File: config.mk
export PLATFORM = sky130hd
export DESIGN_NAME = pse_build_seq
export DESIGN_NICKNAME = d
export VERILOG_FILES = /design/src/rtl/pse_pkg.sv /design/src/rtl/pse_build_seq.sv
export SDC_FILE = /design/constraint.sdc
export NUM_CORES = 1
export LEC_CHECK = 0
export ABC_AREA = 1
export BUFFER_PORTS_ARGS = -buffer_cell sky130_fd_sc_hd__buf_2
export CAP_MARGIN = 15
export CORE_MARGIN = 5
export CORE_UTILIZATION = 30
export CTS_BUF_LIST = sky130_fd_sc_hd__clkbuf_8
export DETAILED_ROUTE_END_ITERATION = 16
export GPL_TIMING_DRIVEN = 0
export PLACE_DENSITY_LB_ADDON = 0.1
export SETUP_SLACK_MARGIN = 0.2
export SLEW_MARGIN = 20
export SYNTH_ARGS = -nofsm -noshare
export SYNTH_HDL_FRONTEND = slang
export SYNTH_SLANG_ARGS = --single-unit
File: constraint.sdc
create_clock -name clock -period 10.2 [get_ports clock]
set_input_delay 2.04 -clock clock [delete_from_list [all_inputs] [get_ports clock]]
set_output_delay 2.04 -clock clock [all_outputs]
set_load 0.02 [all_outputs]
File: src/rtl/pse_pkg.sv
// ----------------------------------------------------------------------------
// Prime sieve engine package
// Shared word types, command and status codes and default sizes.
// ----------------------------------------------------------------------------
package pse_pkg;

   localparam int DEF_MAX_N = 65536;
   localparam int LIMIT_W = 17;
   localparam int VALUE_W = 16;
   localparam logic [LIMIT_W-1:0] LIMIT_RESET = 17'd65536;

   localparam logic CMD_BUILD = 1'b0;
   localparam logic CMD_QUERY = 1'b1;

   typedef enum logic [1:0] {
      ST_OK        = 2'd0,
      ST_RANGE     = 2'd1,
      ST_NOT_BUILT = 2'd2
   } status_type;

   typedef struct packed {
      logic               cmd;
      logic [VALUE_W-1:0] value;
   } req_type;

   typedef struct packed {
      logic       is_prime;
      status_type status;
   } rsp_type;

endpackage

File: src/rtl/pse_build_seq.sv
// ----------------------------------------------------------------------------
// Sieve build sequencer
// Fills the map, then walks the sieve: reads each candidate and clears its
// multiples from its square upward, waiting for each candidate's read.
// ----------------------------------------------------------------------------
module pse_build_seq #(
   parameter int MAX_N = pse_pkg::DEF_MAX_N,
   parameter int AW = $clog2(MAX_N),
   parameter int NW = $clog2(MAX_N + 1)
) (
   input  logic          clock,
   input  logic          reset,
   input  logic          start,
   input  logic [NW-1:0] limit,
   output logic          busy,
   output logic          done_valid,
   input  logic          done_ack,
   output logic          wr_en,
   output logic [AW-1:0] wr_addr,
   output logic          wr_data,
   output logic          rd_en,
   output logic [AW-1:0] rd_addr,
   input  logic          rd_data
);

   localparam int CW = NW + 1;

   typedef enum logic [2:0] {
      S_IDLE,
      S_FILL,
      S_CHK_RD,
      S_CHK_WT,
      S_MARK,
      S_DONE
   } state_type;

   state_type     state_ff, state_in;
   logic [NW-1:0] n_ff, n_in;
   logic [CW-1:0] a_ff, a_in;
   logic [CW-1:0] i_ff, i_in;
   logic [CW-1:0] sq_ff, sq_in;
   logic [CW-1:0] n_ext;
   logic [CW-1:0] a_next;
   logic [CW-1:0] sq_next;

   assign n_ext = {1'b0, n_ff};
   assign a_next = a_ff + i_ff;
   assign sq_next = sq_ff + {i_ff[CW-2:0], 1'b1};

   always_comb begin
      state_in = state_ff;
      n_in = n_ff;
      a_in = a_ff;
      i_in = i_ff;
      sq_in = sq_ff;
      case (state_ff)
         S_IDLE: begin
            if (start) begin
               n_in = limit;
               a_in = '0;
               i_in = CW'(2);
               sq_in = CW'(4);
               state_in = S_FILL;
            end
         end
         S_FILL: begin
            a_in = a_ff + CW'(1);
            if (a_ff == n_ext - CW'(1)) begin
               state_in = S_CHK_RD;
            end
         end
         S_CHK_RD: begin
            if (sq_ff >= n_ext) begin
               state_in = S_DONE;
            end else begin
               state_in = S_CHK_WT;
            end
         end
         S_CHK_WT: begin
            if (rd_data) begin
               a_in = sq_ff;
               state_in = S_MARK;
            end else begin
               i_in = i_ff + CW'(1);
               sq_in = sq_next;
               state_in = S_CHK_RD;
            end
         end
         S_MARK: begin
            a_in = a_next;
            if (a_next >= n_ext) begin
               i_in = i_ff + CW'(1);
               sq_in = sq_next;
               state_in = S_CHK_RD;
            end
         end
         S_DONE: begin
            if (done_ack) begin
               state_in = S_IDLE;
            end
         end
         default: begin
            state_in = S_IDLE;
         end
      endcase
   end

   always_ff @(posedge clock) begin
      if (reset) begin
         state_ff <= S_IDLE;
      end else begin
         state_ff <= state_in;
      end
      n_ff <= n_in;
      a_ff <= a_in;
      i_ff <= i_in;
      sq_ff <= sq_in;
   end

   assign busy = (state_ff != S_IDLE);
   assign done_valid = (state_ff == S_DONE);
   assign wr_en = (state_ff == S_FILL) || (state_ff == S_MARK);
   assign wr_addr = a_ff[AW-1:0];
   assign wr_data = (state_ff == S_FILL) && (a_ff >= CW'(2));
   assign rd_en = (state_ff == S_CHK_RD) && (sq_ff < n_ext);
   assign rd_addr = i_ff[AW-1:0];

endmodule

==> results of run 1 <==
## sequential cells by signal, indices dropped and copies added, names as in the netlist
signal	flops
a_ff	18
n_ff	17
state_ff	3
i_ff	18
sq_ff	18
## layer usage
metal | vias up | GRT usage
met3 | 19 | 0.0241
met5 | - | 0
met2 | 78 | 0.281
met4 | 0 | 0.0362
met1 | 2782 | 0.214
li1 | 3351 | -
## logic make-up after synthesis
group,after synthesis,share of synthesized area
simple gates,492,0.309
buf+inv,171,0.108
fa+ha+maj,73,0.131
xor+xnor,27,0.0334
compound gates,130,0.109
flops,74,0.309
## layout make-up
cell class | count | area [um2]
fillers | 2584 | 15400
multi-input cells | 722 | 4140
flip-flops and latches | 74 | 2190
inverters | 132 | 495
well taps | 319 | 399
repair buffers | 62 | 344
plain buffers | 39 | 273
clock buffers | 9 | 124
clock inverters | 7 | 62.6
## worst max-delay path by stage
stage               slack (ns)    start       end
floorplan                 5.39  a_ff[0]   i_ff[0]
finish                    5.58  a_ff[6]   i_ff[2]
global placement          3.67  a_ff[2]   i_ff[2]
detailed placement        5.53  a_ff[2]   i_ff[2]
CTS                       5.52  a_ff[2]   i_ff[2]
global route              5.20  a_ff[0]  sq_ff[0]
## worst max-delay path: cells and delay by family, from the launching register on
family	cells	cell delay (ns)
compound gates	4	0.59
fa+ha+maj	2	0.71
buf+inv	3	0.41
flops	1	0.58
simple gates	13	2.01
## power groups by stage
stage	Combinational (mW)	Sequential, mW	Clock, mW
global placement	1.97	0.808	0
detailed placement	2.03	0.790	0
finish	2.01	0.780	0.232
global route	2.29	0.812	0.254
floorplan	1.51	0.686	0
CTS	2.03	0.785	0.243
## synth_stat cells (13+ instances only)
master                     instances  area share
sky130_fd_sc_hd__nor3_1           17       0.012
sky130_fd_sc_hd__nand2_1         255        0.14
sky130_fd_sc_hd__o21ai_0          25       0.018
sky130_fd_sc_hd__inv_1           129       0.068
sky130_fd_sc_hd__ha_1             71        0.13
sky130_fd_sc_hd__edfxtp_1         71        0.30
sky130_fd_sc_hd__buf_4            32       0.034
sky130_fd_sc_hd__xor2_1           20       0.025
sky130_fd_sc_hd__a21oi_1          60       0.042
sky130_fd_sc_hd__nor2_1           92       0.049
sky130_fd_sc_hd__nand3_1          63       0.044
sky130_fd_sc_hd__nand4_1          13       0.011
==> flow_results.org, run 1 <==
** Yosys
- Syn_area_per_cell :: 7.33 um2
- Yosys Warn Count :: 0
- Cell area after synthesis :: 7090 um2
- Post-synth EDFFs :: 71
- Flip-flop and latch count after synthesis :: 74
- Part of the Yosys area used for sequential elements :: 0.309
- Mapped Cells :: 967
- In the synthesized netlist the dominant register cell turns out to be sky130_fd_sc_hd__edfxtp_1.
- The number of nets handed over by synthesis was roughly 1100.
- Share of synthesized flip-flops with an asynchronous set or reset :: 0
- Yosys mapped the design onto 54 distinct sky130hd cell types.

** Placement
- At the end of routability-driven placement, the weighted congestion stood at 0.873.
- Placed instance count :: 1348
- The HPWL after detailed placement is about 18000 um.
- Count of input and output buffers :: 58
- Before CTS, the worst setup slack after placement is 5.53 ns.
- After detailed placement, the total cell area comes to 7850 um2.

** STA
- Clock period minus worst slack :: 4.62 ns
- WHS :: ~0.65 ns
- Highest Clock Rate :: 0.217 GHz
- Of the available clock period, the critical path in the final layout requires 0.453.
- Setup violations remaining at the end of the flow were counted as 0.
- The max-slew violation total from the final report is 0.
- Actual slew at the worst max-slew pin :: roughly 0.53 ns
- The number of endpoints with negative hold slack in the final report is 0.
- Setup repair after global routing left no endpoint under its margin.
- After routing, the total negative slack on setup checks comes to 0 ns.
- The worst pin sits at a relative slew slack of 0.648.
- The worst path meets setup with 5.58 ns of slack.
- For the final database, setup skew stands at 0.0124 ns.

** Routing
- Router iterations before antenna repair :: 4
- Number of vias in the routed layout :: 6230
- Summed over all layers, the routed wires come to about 21000 um.
- Met3 WL :: 604 um
- Dividing the detail-routed wire length by the instance count gives 15.5 um.
- The detailed router put a total of 10200 um of wire on met1.
- Routed wire length on met2 :: approximately 10000 um
- After detailed routing, no signal wire sits above met4.
- The detailed router finished its first iteration with around 300 violations.
- Post-detailed-route DRC marker count :: 0
- Once detail routing completed, the nets flagged for antenna violations numbered 0.
- In the routed layout, each cell is associated on average with a via count of 4.57.

** Global route
- The number of global-route vias before repair came to 6190.
- First-pass GRT wire length :: 33200 um
- Summed over all layers, the global routing overflow is 0.
- Initial antenna violation count :: 0
- Pin count of the biggest net entering global routing :: 24
- For this run, the total global-route usage over all layers was measured as 0.162.

** CTS
- The tree is rooted in a sky130_fd_sc_hd__clkbuf_8.
- Post-CTS repair timing setup buffer count :: 0
- Clock insertion delay at the later pin of the skew report :: 0.38 ns
- Number of clock buffers inserted by TritonCTS :: 9
- CTS tree :: yes
- Clock sink count :: 74
- In this run the deepest clock path goes through 2 buffers.
- Total of cells resized after clock tree synthesis :: 0
- After clock tree synthesis, the clock-pin slew on the worst setup and hold paths is 0.09 ns.
- In this run the number of H-tree levels came out at 3.
- # hold bufs at CTS :: 0

** Hold path
- Endpoint of the worst hold path :: state_ff[0]
- The tightest min-delay check is of the reg -> reg type.
- The worst hold path begins at state_ff[2].
- The worst hold path passes through 3 cells.

** Floorplan
- Total Die Area :: 26800 um2
- The initial utilization of the core area, before any placement, comes to 0.303.
- Die outline height :: 164 um
- Die width :: 164 um
- Pin placement for this block handled 59 I/O pins.
- Rows :: 56
- Core footprint :: about 23000 um2

** Pwr
- LEAKAGE :: 3.85 nW
- Power Density :: between 300 and 400 nW/um2
- Overall power consumption :: 3.02 mW
- The internal power of the cells totals 1.42 mW.
- For this design the total switching power over the nets is approximately 1.6 mW.
- Switching Fraction :: 0.531
- Power share of the combinational group :: 0.665
- The share of total power dissipated in the clock network is 0.077.
- Sequential share of power :: 0.258
- Across the VDD grid, the largest voltage drop is 98.9 uV.

** Finish
- Post-route core utilization :: 0.343
- Non-filler cells in the finished layout :: 1364
- The number of antenna diodes in the final layout is 0.
- Most frequent cells in the layout :: 255 x sky130_fd_sc_hd__nand2_1, 131 x sky130_fd_sc_hd__inv_1, 90 x sky130_fd_sc_hd__nor2_1, 71 x sky130_fd_sc_hd__ha_1, 71 x sky130_fd_sc_hd__edfxtp_1
- Area growth from synthesis to final layout :: 13.3%
- Leaving out fill and tap cells, the most frequent cell in the layout is sky130_fd_sc_hd__nand2_1.
- Total non-filler cell area in the finished layout :: 8030 um2
- Of the cells placed in the final design, the portion with a size suffix greater than 1 is 0.148.
- For this run, the post-layout net count is between 1000 and 1500.

** Critical path
- The worst register-to-register path begins at a_ff[6].
- Type of the worst setup path :: reg -> reg
- In this run the register-to-register setup slack is 5.58 ns.
- Along the worst path, the maximum fanout reaches 23.
- R2R depth :: 22
- Slowest library cell on the worst path :: sky130_fd_sc_hd__edfxtp_1
- In this run the critical register-to-register path is captured at i_ff[2].
- Traced cell by cell, the critical path runs through ha_1, a21o_1, a21boi_0, nand3_1, nand2_1, inv_1, nor2_1, o21bai_2, nand2_1, nand3_1, and2_1, ha_1, nand2_1, inv_1, and3_1, a41oi_1, nand2_1, nand2_1, nand3_1, nand2_1, nor2_4, buf_16.
- In this design, the critical path's most frequently occurring cell is sky130_fd_sc_hd__nand2_1.
- Startpoint type of the worst setup path :: flop
- Data arrives at the worst endpoint at 4.71 ns.
- Critical Path End Type :: flop
- In this design, the stage delay of the slowest critical-path cell is 0.58 ns.
- Data on the critical path is required at its endpoint by approximately 10 ns.

** Status
- The run finished with clean final reports.

** Flow run
- Max-cap violations in this run came to 0.
Power figures use the tool's default switching activity.
==> run 2: changes to the inputs <==
ABC_AREA = 0   (was 1)
clock period = 4.7 ns   (was 10.2 ns; I/O delays follow)
==> run 2 against run 1 <==
Synthesized area down 4.8%. Register-to-register slack worse by 5.3 ns. Combinational power up 83%. Non-clock buffer count up 42. Via count down 4.3%. Critical path depth down 5. Routed wire length up 5.3%. Power up 87%. Die area down 4.5%. Design area up 1.0%. Clock-buffer cell count unchanged. Global-route usage up 0.75 points. Critical path type unchanged. Largest cell class unchanged. Largest power group unchanged.
==> flow_results.org, run 2 <==
** Pwr
- The peak supply drop came to 175 uV (+77%).
- Power Density :: 697 nW/um2 (+86%)
- LEAKAGE :: 3.29 nW (-14%)

** Global route
- Gr ovfl total :: 0 (unchanged)
- The routing usage on met2 was 0.282 (about the same).
- Via count of the first global-routing pass :: 5927 (-4.2%)
- The maximum number of pins on one net before global-route repair was 18 (-25%).
- Overall global routing resource usage :: 0.170 (+0.00754)
- The first-pass GRT wire length came to 33800 um (+1.9%).
- The met1 track demand over resource in global routing came to 0.224 (+0.00966).
- Met3 layer usage reported by global route :: 0.0312 (+0.00710)
- Initial antenna violation count :: 0 (unchanged)
- met2 is the most crowded layer.

** Routing
- Post-detailed-route DRC marker count :: 0 (unchanged)
- Number of vias in the routed layout :: 5960 (-4.3%)
- Detail-routed via count per cell :: 5.21 (+14%)
- Routed WL :: 22300 um (+5.3%)
- The routed length per instance was 19.5 um (+25%).
- Initial detailed-routing violation count :: 403 (+31%)
- DRT antenna net count :: 0 (unchanged)
- Router iterations before antenna repair :: 5 (+1)

** Critical path
- Critical Path End Type :: flop
- Type of the worst setup path :: reg -> reg
- Slowest stage delay, CP :: 0.58 ns (about the same)
- The length in cells of the worst reg-to-reg path came to 17 (-23%).
- Reg-to-reg setup timing slack :: 0.31 ns (-5.28 ns)
- Slowest library cell on the worst path :: sky130_fd_sc_hd__or4_4
- Buffers plus inverters on the worst setup path :: 3 (unchanged)
- The endpoint arrival time on the critical path was 4.54 ns (-0.17 ns).
- Largest fanout on the critical path :: 7 (-70%)
- Worst path required time :: 4.85 ns (-5.44 ns)
- Cells along the critical path :: ha_4, inv_2, fa_2, nor2b_4, o31ai_4, a2111o_1, a31oi_4, o31a_1, a21oi_2, ha_1, a2111oi_2, nor2_1, or4_4, o22ai_4, buf_12, nor2_4, clkbuf_16
- R2R Path Start :: i_ff[0]
- Startpoint type of the worst setup path :: flop
- The critical path depth in cells came to 17 (-23%).
- In this run the critical register-to-register path is captured at sq_ff[12].
- The cell family contributing the most delay on the critical path is compound AO/OA/AOI/OAI gates.

** STA
- The clock skew after layout was 0.00962 ns (-0.00275 ns).
- Count of final max-slew check failures :: 0 (unchanged)
- Clock period minus worst slack :: 4.39 ns (-0.222 ns)
- The number of endpoints with negative hold slack in the final report is 0 (unchanged).
- Setup violation total in the final timing report :: 0 (unchanged)
- Fin Setup TNS :: 0 ns (unchanged)
- Highest Clock Rate :: 0.228 GHz (+5.0%)
- The headroom to the max-slew limit is 0.216 (-0.433).
- The worst hold margin is 0.699 ns (+0.0455 ns).
- Ratio of final minimum period to clock period :: 0.935 (+0.482)
- The worst-case setup margin in the final layout is 0.306 ns (-5.28 ns).
- The slew of the pin with the lowest slew margin came to 1.18 ns (+0.650 ns).
- Setup repair after global routing could not meet its margin everywhere.

** Finish
- In the layout the commonest cells are 83 x sky130_fd_sc_hd__nor2_1, 71 x sky130_fd_sc_hd__edfxtp_1, 68 x sky130_fd_sc_hd__ha_1, 59 x sky130_fd_sc_hd__buf_2, 58 x sky130_fd_sc_hd__buf_4.
- Storage cell area :: 2190 um2 (unchanged)
- The share of layout cells above drive strength 1 was 0.209 (+0.0612).
- In the final layout, the registers with the most flip-flops are a_ff (18), i_ff (18), sq_ff (18).
- The share of the core filled with cells in the final layout was 0.369 (+0.0262).
- The layout net count is 954 (-16%).
- Filler Cells Inserted :: 2245 (-13%)
- Leaving out fill and tap cells, the most frequent cell in the layout is sky130_fd_sc_hd__nor2_1.
- Combined area of the multi-input logic cells :: 4240 um2 (+2.4%)
- The antenna diode count was 0 (unchanged).
- Area growth from synthesis to final layout :: 20.2%

** Floorplan
- The area enclosed by the die boundary was 25600 um2 (-4.5%).
- Die width :: 160 um (-2.3%)
- Number of ports placed on the die boundary :: 59 (unchanged)
- The number of rows in the core area is 54 (-3.6%).
- Die outline height :: 160 um (-2.3%)
- Effective utilization at floorplan :: 0.307 (+0.00442)
- The area of the core was 22000 um2 (-6.2%).

** Yosys
- Flip-flop and latch count after synthesis :: 74 (unchanged)
- Mapped Cells :: 755 (-22%)
- Yosys Warn Count :: 0 (unchanged)
- The post-synthesis cell type count was 67 (+24%).
- The synthesized area per cell is 8.94 um2 (+22%).
- By area, the combinational part of the netlist is dominated by simple AND/OR/NAND/NOR gates.
- In the synthesized netlist the dominant register cell turns out to be sky130_fd_sc_hd__edfxtp_1.
- The most common cell in the synthesized netlist is sky130_fd_sc_hd__nor2_1.
- The share of flip-flops with an asynchronous set or reset after synthesis is 0 (unchanged).
- Post-synthesis share of cell area spent on xor and xnor gates :: 0.0909 (+0.0575)
- Mux share of post-synthesis cell area :: 0.00909 (+0.00909)
- Post-synth EDFFs :: 71 (unchanged)
- Synthesized-area fraction occupied by ao, oa, aoi and oai cells :: 0.174 (+0.0652)
- Most area-hungry cell type in the Yosys netlist :: sky130_fd_sc_hd__edfxtp_1
- The share of synthesized cell area in and, or, nand and nor gates was 0.187 (-0.122).
- Top area cells in the synthesized netlist :: sky130_fd_sc_hd__edfxtp_1 32%, sky130_fd_sc_hd__ha_1 13%, sky130_fd_sc_hd__xnor2_1 4.9%
- Number of nets in the synthesized netlist :: 850 (-20%)
- Area fraction of the dominant cell type after synthesis :: 0.316 (+0.0152)
- Cell area after synthesis :: 6750 um2 (-4.8%)
- The arithmetic-cell share of the synthesized area counting full adders, half adders and majority gates is 0.138 (+0.00661).
- Part of the Yosys area used for sequential elements :: 0.325 (+0.0156)
- Most used standard cells in the synthesized netlist :: 85 x sky130_fd_sc_hd__nor2_1, 71 x sky130_fd_sc_hd__edfxtp_1, 71 x sky130_fd_sc_hd__ha_1

** Status
- The run finished with clean final reports.

** Hold path
- The startpoint identified for the worst hold timing path is sq_ff[0].
- Worst min-delay path class :: reg -> reg
- Endpoint of the worst hold path :: sq_ff[0]
- Hold depth :: 1 (-2)

** CTS
- The CTS H-tree depth was 3 (unchanged).
- The clock transition at the registers of the reported paths was 0.09 ns (about the same).
- Buffers from clock root to sink, at most :: 2 (unchanged)
- The post-cts hold buffer count is 0 (unchanged).
- The total clock buffers created by CTS came to 9 (unchanged).
- Library cell used as clock root buffer :: sky130_fd_sc_hd__clkbuf_8
- Clock sink count :: 74 (unchanged)
- TritonCTS built the clock tree.
- The clock insertion delay at the later pin of the skew report was 0.38 ns (about the same).

** Placement
- HPWL Detailed :: 17000 um (-4.7%)
- Setup slack after placement :: -0.609 ns (-6.14 ns)
- The placer congestion estimate came to 0.908 (+4.0%).
- Count of input and output buffers :: 58 (unchanged)

** Flow run
- The number of maximum-capacitance constraint violations is 0 (unchanged).
## run 2: routing by layer
layer  wire length (um)  vias to the layer above
li1                   -                     2955
met1              10200                     2825
met2              10400                      155
met3               1130                       25
met4                584                        0
met5                  0                        -
## run 2: kinds of logic after synthesis
group | after synthesis
simple gates | 256
compound gates | 183
buf+inv | 93
flops | 74
fa+ha+maj | 73
xor+xnor | 70
mux | 6
## run 2: worst max path at each step
stage | endpoint | slack, ns | from
CTS | sq_ff[10] | 0.21 | a_ff[4]
global route | i_ff[13] | 0.15 | i_ff[0]
floorplan | i_ff[0] | 0.43 | a_ff[0]
finish | sq_ff[12] | 0.31 | i_ff[0]
detailed placement | sq_ff[0] | -0.61 | a_ff[1]
global placement | sq_ff[0] | -0.59 | a_ff[1]
## run 2: report_power, final
part           switching (mW)  internal, mW  total, mW
logic                    2.06          1.63       3.68
registers               0.371          1.03       1.40
clock network           0.282         0.294      0.576
## run 2: stage by stage
step / instance area (um2) / instances / total power, mW
6_report: 8110 / 1144 / 5.66
4_1_cts: 7840 / 1123 / 5.40
5_1_grt: 8110 / 1144 / 6.12
2_1_floorplan: 6760 / 755 / 3.65
3_5_place_dp: 7420 / 1094 / 4.60
3_3_place_gp: 7400 / 1093 / 4.52
## run 2: layout make-up
class,instances,share of cell area
Tap cell,280,0.0432
Multi-Input combinational cell,591,0.523
Inverter,40,0.0185
Sequential cell,74,0.270
Timing Repair Buffer,90,0.0742
Clock inverter,7,0.0105
Clock buffer,9,0.0153
Buffer,53,0.0452
## run 2: timing repair
item,in CTS,in global routing
pin swaps,4,16
endpoints found under the setup margin,39,39
gates resized for setup,18,17
hold endpoints to repair,0,0
setup buffers,11,19
cloned,2,2
